===== src/life_automaton_stencil_assert.svh =====
// assertion helpers, clocked on clk, disabled while arst_n is low
`ifndef LIFE_AUTOMATON_STENCIL_ASSERT_SVH
`define LIFE_AUTOMATON_STENCIL_ASSERT_SVH

`define LAS_ASSERT_ALWAYS(lbl, expr, msg) \
	lbl: assert property (@(posedge clk) disable iff (!arst_n) (expr)) else $error(msg);

`define LAS_ASSERT_IMPL(lbl, ante, cons, msg) \
	lbl: assert property (@(posedge clk) disable iff (!arst_n) (ante) |-> (cons)) \
		else $error(msg);

`define LAS_ASSERT_NEXT(lbl, ante, cons, msg) \
	lbl: assert property (@(posedge clk) disable iff (!arst_n) (ante) |=> (cons)) \
		else $error(msg);

`endif


===== src/las_pkg.sv =====
package las_pkg;

	localparam int MAX_WIDTH_DEF  = 1024;
	localparam int MAX_HEIGHT_DEF = 1024;
	localparam int CFG_W          = 11;
	localparam int CFG_RESET      = 1024;
	localparam int COORD_W        = 10;
	localparam int APB_AW         = 3;
	localparam int APB_DW         = 32;
	localparam int BIRTH_N        = 3;
	localparam int SURVIVE_N      = 2;

	localparam logic MODE_DRAIN = 1'b1;

	typedef enum logic {
		REG_GRID_WIDTH  = 1'b0,
		REG_GRID_HEIGHT = 1'b1
	} reg_idx_t;

	typedef struct packed {
		logic mode;
		logic cell_alive;
	} cell_word_t;

	typedef struct packed {
		logic               next_alive;
		logic [COORD_W-1:0] out_row;
		logic [COORD_W-1:0] out_col;
		logic               frame_last;
	} res_word_t;

	typedef struct packed {
		logic left_ok;
		logic right_ok;
		logic top_ok;
		logic bot_ok;
	} nbr_mask_t;

	// bit 0 top row, bit 2 bottom row
	typedef logic [2:0] col_slice_t;

endpackage


===== src/life_automaton_stencil.sv =====
// Pipeline: a word accepted at one edge waits in the pipeline register; when it
// advances, its result enters the output register and res_valid rises. A result
// belongs to the input word grid_width+1 positions earlier.
// Throughput: one word per cycle, set by the one-read one-write line buffer and the
// 3-cell window chain; a held result stalls input. Reset: counters, window and output
// valid clear; line buffer contents are left as is.
`include "life_automaton_stencil_assert.svh"

module life_automaton_stencil import las_pkg::*; #(
	parameter int MAX_WIDTH  = MAX_WIDTH_DEF,
	parameter int MAX_HEIGHT = MAX_HEIGHT_DEF
) (
	input  logic              clk,
	input  logic              arst_n,
	input  logic              cell_valid,
	output logic              cell_ready,
	input  cell_word_t        cell_word,
	output logic              res_valid,
	input  logic              res_ready,
	output res_word_t         res_word,
	input  logic              psel,
	input  logic              penable,
	input  logic              pwrite,
	input  logic [APB_AW-1:0] paddr,
	input  logic [APB_DW-1:0] pwdata,
	output logic [APB_DW-1:0] prdata,
	output logic              pready
);

	localparam int COL_W = $clog2(MAX_WIDTH);
	localparam int ROW_W = (MAX_HEIGHT > 1) ? $clog2(MAX_HEIGHT) : 1;
	localparam int W_RST = (CFG_RESET > MAX_WIDTH) ? MAX_WIDTH : CFG_RESET;
	localparam int H_RST = (CFG_RESET > MAX_HEIGHT) ? MAX_HEIGHT : CFG_RESET;

	// config
	logic [CFG_W-1:0] gw_q, gh_q;
	logic [COL_W-1:0] w_lim_q, w_lim_new;
	logic [ROW_W-1:0] h_lim_q, h_lim_new;
	logic             cfg_wr;
	reg_idx_t         reg_idx;

	// input side counters
	logic [COL_W-1:0] col_q;
	logic [1:0]       rows_q;
	logic [COL_W-1:0] oc_q;
	logic [ROW_W-1:0] or_q;

	// s1
	logic             s1_valid_q;
	logic             v_s1, emit_s1, last_s1;
	logic [COL_W-1:0] col_s1, ocol_s1;
	logic [ROW_W-1:0] orow_s1;
	nbr_mask_t        mask_s1;
	logic             byp_s1, byp_up_s1, byp_mid_s1;

	logic             acc, s1_adv, v_in, emit_in, last_in, col_end;
	nbr_mask_t        mask_in;
	logic [1:0]       rd_data;
	logic             up_eff, mid_eff;
	col_slice_t       new_col;
	col_slice_t       win_col [3];
	col_slice_t       cell_d  [3];
	logic             win_clear, nxt;

	res_word_t        res_q;
	logic             res_valid_q;

	assign pready  = 1'b1;
	assign cfg_wr  = psel && penable && pwrite;
	assign reg_idx = reg_idx_t'(paddr[2]);

	always_comb begin
		if (pwdata[CFG_W-1:0] == '0) begin
			w_lim_new = '0;
		end else if (32'(pwdata[CFG_W-1:0]) > MAX_WIDTH) begin
			w_lim_new = COL_W'(MAX_WIDTH - 1);
		end else begin
			w_lim_new = COL_W'(32'(pwdata[CFG_W-1:0]) - 32'd1);
		end
		if (pwdata[CFG_W-1:0] == '0) begin
			h_lim_new = '0;
		end else if (32'(pwdata[CFG_W-1:0]) > MAX_HEIGHT) begin
			h_lim_new = ROW_W'(MAX_HEIGHT - 1);
		end else begin
			h_lim_new = ROW_W'(32'(pwdata[CFG_W-1:0]) - 32'd1);
		end
	end

	always_ff @(posedge clk or negedge arst_n) begin
		if (!arst_n) begin
			gw_q    <= CFG_W'(CFG_RESET);
			gh_q    <= CFG_W'(CFG_RESET);
			w_lim_q <= COL_W'(W_RST - 1);
			h_lim_q <= ROW_W'(H_RST - 1);
		end else if (cfg_wr) begin
			unique case (reg_idx)
				REG_GRID_WIDTH: begin
					gw_q    <= pwdata[CFG_W-1:0];
					w_lim_q <= w_lim_new;
				end
				REG_GRID_HEIGHT: begin
					gh_q    <= pwdata[CFG_W-1:0];
					h_lim_q <= h_lim_new;
				end
				default: ;
			endcase
		end
	end

	always_comb begin
		unique case (reg_idx)
			REG_GRID_WIDTH:  prdata = APB_DW'(gw_q);
			REG_GRID_HEIGHT: prdata = APB_DW'(gh_q);
			default:         prdata = '0;
		endcase
	end

	// accept side
	assign s1_adv     = s1_valid_q && (!emit_s1 || !res_valid_q || res_ready);
	assign cell_ready = !s1_valid_q || s1_adv;
	assign acc        = cell_valid && cell_ready;

	always_comb begin
		v_in             = (cell_word.mode == MODE_DRAIN) ? 1'b0 : cell_word.cell_alive;
		emit_in          = (rows_q == 2'd2) || ((rows_q == 2'd1) && (col_q != '0));
		col_end          = (col_q == w_lim_q);
		mask_in.left_ok  = (oc_q != '0);
		mask_in.right_ok = (oc_q != w_lim_q);
		mask_in.top_ok   = (or_q != '0);
		mask_in.bot_ok   = (or_q != h_lim_q);
		last_in          = emit_in && !mask_in.right_ok && !mask_in.bot_ok;
	end

	always_ff @(posedge clk or negedge arst_n) begin
		if (!arst_n) begin
			col_q  <= '0;
			rows_q <= '0;
			oc_q   <= '0;
			or_q   <= '0;
		end else if (cfg_wr || (acc && last_in)) begin
			col_q  <= '0;
			rows_q <= '0;
			oc_q   <= '0;
			or_q   <= '0;
		end else if (acc) begin
			col_q <= col_end ? '0 : col_q + 1'b1;
			if (col_end && (rows_q != 2'd2)) begin
				rows_q <= rows_q + 2'd1;
			end
			if (emit_in) begin
				oc_q <= mask_in.right_ok ? oc_q + 1'b1 : '0;
				if (!mask_in.right_ok) begin
					or_q <= or_q + 1'b1;
				end
			end
		end
	end

	always_ff @(posedge clk or negedge arst_n) begin
		if (!arst_n) begin
			s1_valid_q <= 1'b0;
		end else if (acc) begin
			s1_valid_q <= 1'b1;
		end else if (s1_adv) begin
			s1_valid_q <= 1'b0;
		end
	end

	always_ff @(posedge clk) begin
		if (acc) begin
			v_s1       <= v_in;
			col_s1     <= col_q;
			emit_s1    <= emit_in;
			last_s1    <= last_in;
			mask_s1    <= mask_in;
			orow_s1    <= or_q;
			ocol_s1    <= oc_q;
			// same column written at this edge: take what is being written
			byp_s1     <= s1_adv && (col_s1 == col_q);
			byp_up_s1  <= mid_eff;
			byp_mid_s1 <= v_s1;
		end
	end

	las_line_buf #(
		.DEPTH(MAX_WIDTH),
		.AW   (COL_W)
	) u_line_buf (
		.clk    (clk),
		.rd_en  (acc),
		.rd_addr(col_q),
		.rd_data(rd_data),
		.wr_en  (s1_adv),
		.wr_addr(col_s1),
		.wr_data({mid_eff, v_s1})
	);

	assign up_eff  = byp_s1 ? byp_up_s1  : rd_data[1];
	assign mid_eff = byp_s1 ? byp_mid_s1 : rd_data[0];
	assign new_col = {v_s1, mid_eff, up_eff};

	// window: cell 0 left, cell 2 right, new column enters at the right
	assign win_clear = cfg_wr || (s1_adv && last_s1);

	for (genvar i = 0; i < 3; i++) begin : g_win
		if (i == 2) begin : g_tail
			assign cell_d[i] = new_col;
		end else begin : g_link
			assign cell_d[i] = win_col[i+1];
		end
		las_cell u_cell (
			.clk     (clk),
			.arst_n  (arst_n),
			.shift_en(s1_adv),
			.clear   (win_clear),
			.d       (cell_d[i]),
			.q       (win_col[i])
		);
	end

	las_rule u_rule (
		.left      (win_col[1]),
		.centre    (win_col[2]),
		.right     (new_col),
		.mask      (mask_s1),
		.next_alive(nxt)
	);

	// output register
	always_ff @(posedge clk or negedge arst_n) begin
		if (!arst_n) begin
			res_valid_q <= 1'b0;
		end else if (s1_adv && emit_s1) begin
			res_valid_q <= 1'b1;
		end else if (res_ready) begin
			res_valid_q <= 1'b0;
		end
	end

	always_ff @(posedge clk) begin
		if (s1_adv && emit_s1) begin
			res_q.next_alive <= nxt;
			res_q.out_row    <= COORD_W'(orow_s1);
			res_q.out_col    <= COORD_W'(ocol_s1);
			res_q.frame_last <= last_s1;
		end
	end

	assign res_valid = res_valid_q;
	assign res_word  = res_q;

	`LAS_ASSERT_NEXT(a_win_clear, s1_adv && last_s1, (win_col[0] == '0) && (win_col[1] == '0) && (win_col[2] == '0), "window not cleared after last word")
	`LAS_ASSERT_IMPL(a_res_src, $rose(res_valid_q), $past(s1_adv && emit_s1), "result without emitting word")
	`LAS_ASSERT_ALWAYS(a_col_bound, col_q <= w_lim_q, "input column past row end")

endmodule


===== src/las_cell.sv =====
module las_cell import las_pkg::*; (
	input  logic       clk,
	input  logic       arst_n,
	input  logic       shift_en,
	input  logic       clear,
	input  col_slice_t d,
	output col_slice_t q
);

	col_slice_t col_q;

	always_ff @(posedge clk or negedge arst_n) begin
		if (!arst_n) begin
			col_q <= '0;
		end else if (clear) begin
			col_q <= '0;
		end else if (shift_en) begin
			col_q <= d;
		end
	end

	assign q = col_q;

endmodule


===== src/las_line_buf.sv =====
module las_line_buf import las_pkg::*; #(
	parameter int DEPTH = MAX_WIDTH_DEF,
	parameter int AW    = $clog2(MAX_WIDTH_DEF)
) (
	input  logic          clk,
	input  logic          rd_en,
	input  logic [AW-1:0] rd_addr,
	output logic [1:0]    rd_data,
	input  logic          wr_en,
	input  logic [AW-1:0] wr_addr,
	input  logic [1:0]    wr_data
);

	// bit 1 upper line, bit 0 middle line
	logic [1:0] mem [DEPTH];
	logic [1:0] rd_s1;

	always_ff @(posedge clk) begin
		if (wr_en) begin
			mem[wr_addr] <= wr_data;
		end
	end

	always_ff @(posedge clk) begin
		if (rd_en) begin
			rd_s1 <= mem[rd_addr];
		end
	end

	assign rd_data = rd_s1;

endmodule


===== src/las_rule.sv =====
module las_rule import las_pkg::*; (
	input  col_slice_t left,
	input  col_slice_t centre,
	input  col_slice_t right,
	input  nbr_mask_t  mask,
	output logic       next_alive
);

	logic [2:0] row_m;
	logic [2:0] l_m, c_m, r_m;
	logic [3:0] n;

	always_comb begin
		row_m = {mask.bot_ok, 1'b1, mask.top_ok};
		l_m   = mask.left_ok ? (left & row_m) : 3'b000;
		c_m   = centre & row_m & 3'b101;
		r_m   = mask.right_ok ? (right & row_m) : 3'b000;
		n     = 4'($countones({l_m, c_m, r_m}));
		next_alive = (n == 4'(BIRTH_N)) || (centre[1] && (n == 4'(SURVIVE_N)));
	end

endmodule


===== config.mk =====
export PLATFORM = sky130hd
export DESIGN_NAME = life_automaton_stencil
export DESIGN_NICKNAME = d
export VERILOG_FILES = /design/src/las_pkg.sv /design/src/life_automaton_stencil.sv /design/src/las_cell.sv /design/src/las_line_buf.sv /design/src/las_rule.sv
export VERILOG_INCLUDE_DIRS = /design/src /design/src/src
export SDC_FILE = /design/constraint.sdc
export NUM_CORES = 2
export LEC_CHECK = 0
export BUFFER_PORTS_ARGS = -buffer_cell sky130_fd_sc_hd__buf_2
export CAP_MARGIN = 20
export CORE_MARGIN = 2
export CORE_UTILIZATION = 68
export CTS_CLUSTER_DIAMETER = 30
export DETAILED_ROUTE_END_ITERATION = 10
export HOLD_SLACK_MARGIN = 0.05
export PLACE_DENSITY_LB_ADDON = 0.1
export SLEW_MARGIN = 40
export SYNTH_ARGS = -nofsm -noshare
export SYNTH_HDL_FRONTEND = slang
export SYNTH_HIERARCHICAL = 1
export SYNTH_SLANG_ARGS = --single-unit

===== constraint.sdc =====
create_clock -name clk -period 22.5 [get_ports clk]
set_input_delay 3.375 -clock clk [delete_from_list [all_inputs] [get_ports clk]]
set_output_delay 3.375 -clock clk [all_outputs]
set_load 0.02 [all_outputs]

==> run_results.csv <==
group,metric,value,unit
status,outcome,"complete, no violations",
power,pwr_density_cell,123,mW/mm2
cts,cts.sinks,2194,
cts,clkLatencyLatePin,0.97,ns
synthesis,synth.area.top_cells,"edfxtp_1 70%, mux4_2 11%, nor2_1 4.5%",
cts,cts_resized,0,
sta,min_period,7.60,ns
routing,wl_per_cell,33.3,um
cts,clockBufferDepth,4,
synthesis,synth_most_common_cell,"edfxtp_1",
worst_setup_path,worstPathArrival,4.22,ns
sta,postLayoutSetupSlackWorst,14.90,ns
layout,syn_to_final_growth,18.2,%
global_route,grt_pass1_vias,55099,
routing,drc,0,
cts,postCtsSetupRepairBufs,0,
worst_setup_path,crit_type,"in -> out",
power,leakage,34.6,nW
routing,vias,53940,
worst_setup_path,crit_slowest_cell,"mux2_2",
synthesis,synth_xor_area_frac,0.00473,
layout,drive_above_1_share,0.249,
synthesis,synth_warnings,6,
hold_path,hold_path_class,"reg -> reg",
sta,setup_violations,0,
synthesis,async_reset_ff_frac,0.0374,
cts,clk_pin_slew,0.05,ns
global_route,gr-total-overflow,0,
synthesis,syn-cell-area,0.0907,mm2
synthesis,synth_mux_area_frac,0.140,
floorplanning,boundaryPins,101,
sta,hold_viol_final,0,
place,place_worst_setup_slack,14.92,ns
worst_setup_path,crit_chain,"buf_2, mux2_2, buf_2",
routing,first_pass_iters,6,
routing,totalWireLength,256,mm
sta,slew_violations,0,
synthesis,synth_compound_area_frac,0.0336,
routing,drt_iter0_drc,7988,
sta,worst_slew_pin_slew,0.957,ns
synthesis,synth_top_family_by_area,"multiplexers",
floorplanning,die_y,369,um
power,peakVddDrop,0.000104,V
floorplanning,die_area,0.136,mm2
floorplanning,rows,134,
worst_setup_path,cp-start-kind,"input pin",
routing,via_per_inst,7.03,
worst_setup_path,cp.required,19.12,ns
synthesis,ys.flop_type,"edfxtp_1",
sta,relSlewSlack,0.360,
worst_setup_path,worst_path_most_repeated_cell,"buf_2",
synthesis,syn_inst,5388,
cts,numCtsBuffers,406,
sta,max_freq,132,MHz
sta,finalClockSkew,0.0652,ns
floorplanning,start_util,0.682,
sta,hold_slack,0.413,ns
place,place_hpwl,136,mm
floorplanning,chipWidth,369,um
run,maxCapViolCount,0,
sta,tns,0,ns
routing,ant_nets,0,
global_route,grt_pass1_wl,369,mm
place,gp_congestion,0.836,
synthesis,yosysUniqueCellTypes,87,
synthesis,ys_seq_area_frac,0.722,
synthesis,syn_avg_cell_area,16.8,um2
global_route,grt_use_total,0.380,
synthesis,ys_top_cells_by_count,"2,112 x edfxtp_1, 1,093 x nor2_1, 449 x mux4_2",
layout,fill_cells,6384,
synthesis,yosys_register_bits,2194,
global_route,grt_max_degree,232,
floorplanning,coreArea,0.133,mm2
synthesis,synthSimpleGateAreaFrac,0.0701,
synthesis,synth_top_area_frac,0.699,
synthesis,synth-edff-count,2112,
worst_setup_path,crit_path_max_incr_delay,0.39,ns
cts,hold_buffers,0,
synthesis,synth-adder-area-share,0.00254,
sta,rsz0062_at_grt,"no",
worst_setup_path,end_kind,"primary output",
layout,fin_nets,5638,
sta,finalCritPeriodShare,0.338,
cts,cts_tree,"done",
worst_setup_path,critical_path.max_fanout,13,
cts,htreeDepth,5,
place,io_buffers,55,
synthesis,yosysTopAreaCell,"edfxtp_1",
cts,root_buffer,"clkbuf_16",
global_route,antenna_found_initial,7,
## final timing paths
| check | startpoint | endpoint | slack, ns | cells past startpoint |
|---|---|---|---|---|
| setup / recovery | paddr[2] | prdata[3] | 14.90 | 3 |
| hold / removal | orow_s1[5] | res_word[16] | 0.41 | 0 |
| setup reg to reg | col_q[1] | u_line_buf/rd_data[1] | 16.25 | 11 |
| hold reg to reg | orow_s1[5] | res_word[16] | 0.41 | 0 |
| max in group asynchronous | arst_n | col_q[2] | 19.05 | 2 |
| min in group asynchronous | arst_n | or_q[5] | 2.37 | 1 |
## stage by stage
| stage | std cells | area, um2 | total power (W) | util |
|---|---|---|---|---|
| finish | 7677 | 107000 | 0.0132 | 0.806 |
| CTS | 7669 | 107000 | 0.0132 | 0.805 |
| floorplan | 5408 | 90800 | 0.00643 | - |
| global placement | 6898 | 92200 | 0.00700 | 0.694 |
| global route | 7673 | 107000 | 0.0135 | 0.806 |
| detailed placement | 6934 | 93200 | 0.00705 | 0.701 |
## cell usage in the layout, fill, tap and decap left out, types with 22 or more instances in the layout
master      instances
mux2_2             40
xnor2_1            32
bufinv_16          60
clkinv_4           45
dfrtp_1            54
mux4_2            449
clkbuf_16         414
dfstp_2            22
nor2_1           1090
clkinv_1           45
nor3_1             57
nand4_1            22
edfxtp_1         2112
nand3_4            22
clkinvlp_4         42
a21oi_1            88
mux2i_1           212
clkbuf_1           34
buf_2              54
inv_6              34
nand2_2            22
o21ai_0            74
clkinv_2           57
buf_4              84
nand2_1           125
conb_1             22
buf_12             28
nand3_1            30
a22oi_1            47
o22ai_1            47
o221ai_1           82
## flip-flops by register name, summed over array words and instances, names as in the netlist, 2 cells and up
signal	flops
u_line_buf/mem	2048
rows_q	2
g_win.u_cell/q	6
res_word	22
gh_q	11
u_line_buf/rd_data	2
oc_q	10
w_lim_q	10
col_q	10
gw_q	11
or_q	10
h_lim_q	10
col_s1	10
orow_s1	10
ocol_s1	10
mask_s1	4
## report_power, final
group	internal (W)	switching, W	total (W)	leakage (nW)
logic	0.000775	0.00148	0.00225	7.88
clock network	0.00405	0.00209	0.00614	6.66
registers	0.00476	0.0000789	0.00484	20.1
total	0.00959	0.00364	0.0132	34.6
## worst max-delay path: cells and delay by family
family                 cells  cell delay (ns)
multiplexers               1             0.39
buffers and inverters      2             0.45
## layout make-up
class                      count  area (um2)  share of cell area
sequential                  2194       65500               0.611
clock inverter               287        3340              0.0311
tap                         1768        2210              0.0206
inverter                      21        81.3            0.000759
timing repair buffer         204        2180              0.0204
clock buffer                 448       10500              0.0979
multi-input combinational   2751       23300               0.218
antenna                        4        10.0           0.0000934
## cells by family after synthesis
| family | after synthesis |
|---|---|
| other | 2 |
| adders and majority gates | 16 |
| buffers and inverters | 463 |
| and+or+nand+nor | 1516 |
| AOI/OAI and AO/OA | 444 |
| xor gates and xnor gates | 49 |
| DFF | 2194 |
| muxes | 704 |
## routing by layer
layer	GRT usage	share of wire	wire, um	vias up
met2	0.601	0.48	123000	4171
met4	0.211	0.062	15800	6
met5	0	0.00018	47	-
met1	0.486	0.33	84300	27416
li1	-	-	-	21464
met3	0.101	0.13	32300	883
(Power assumes the default switching activity.)
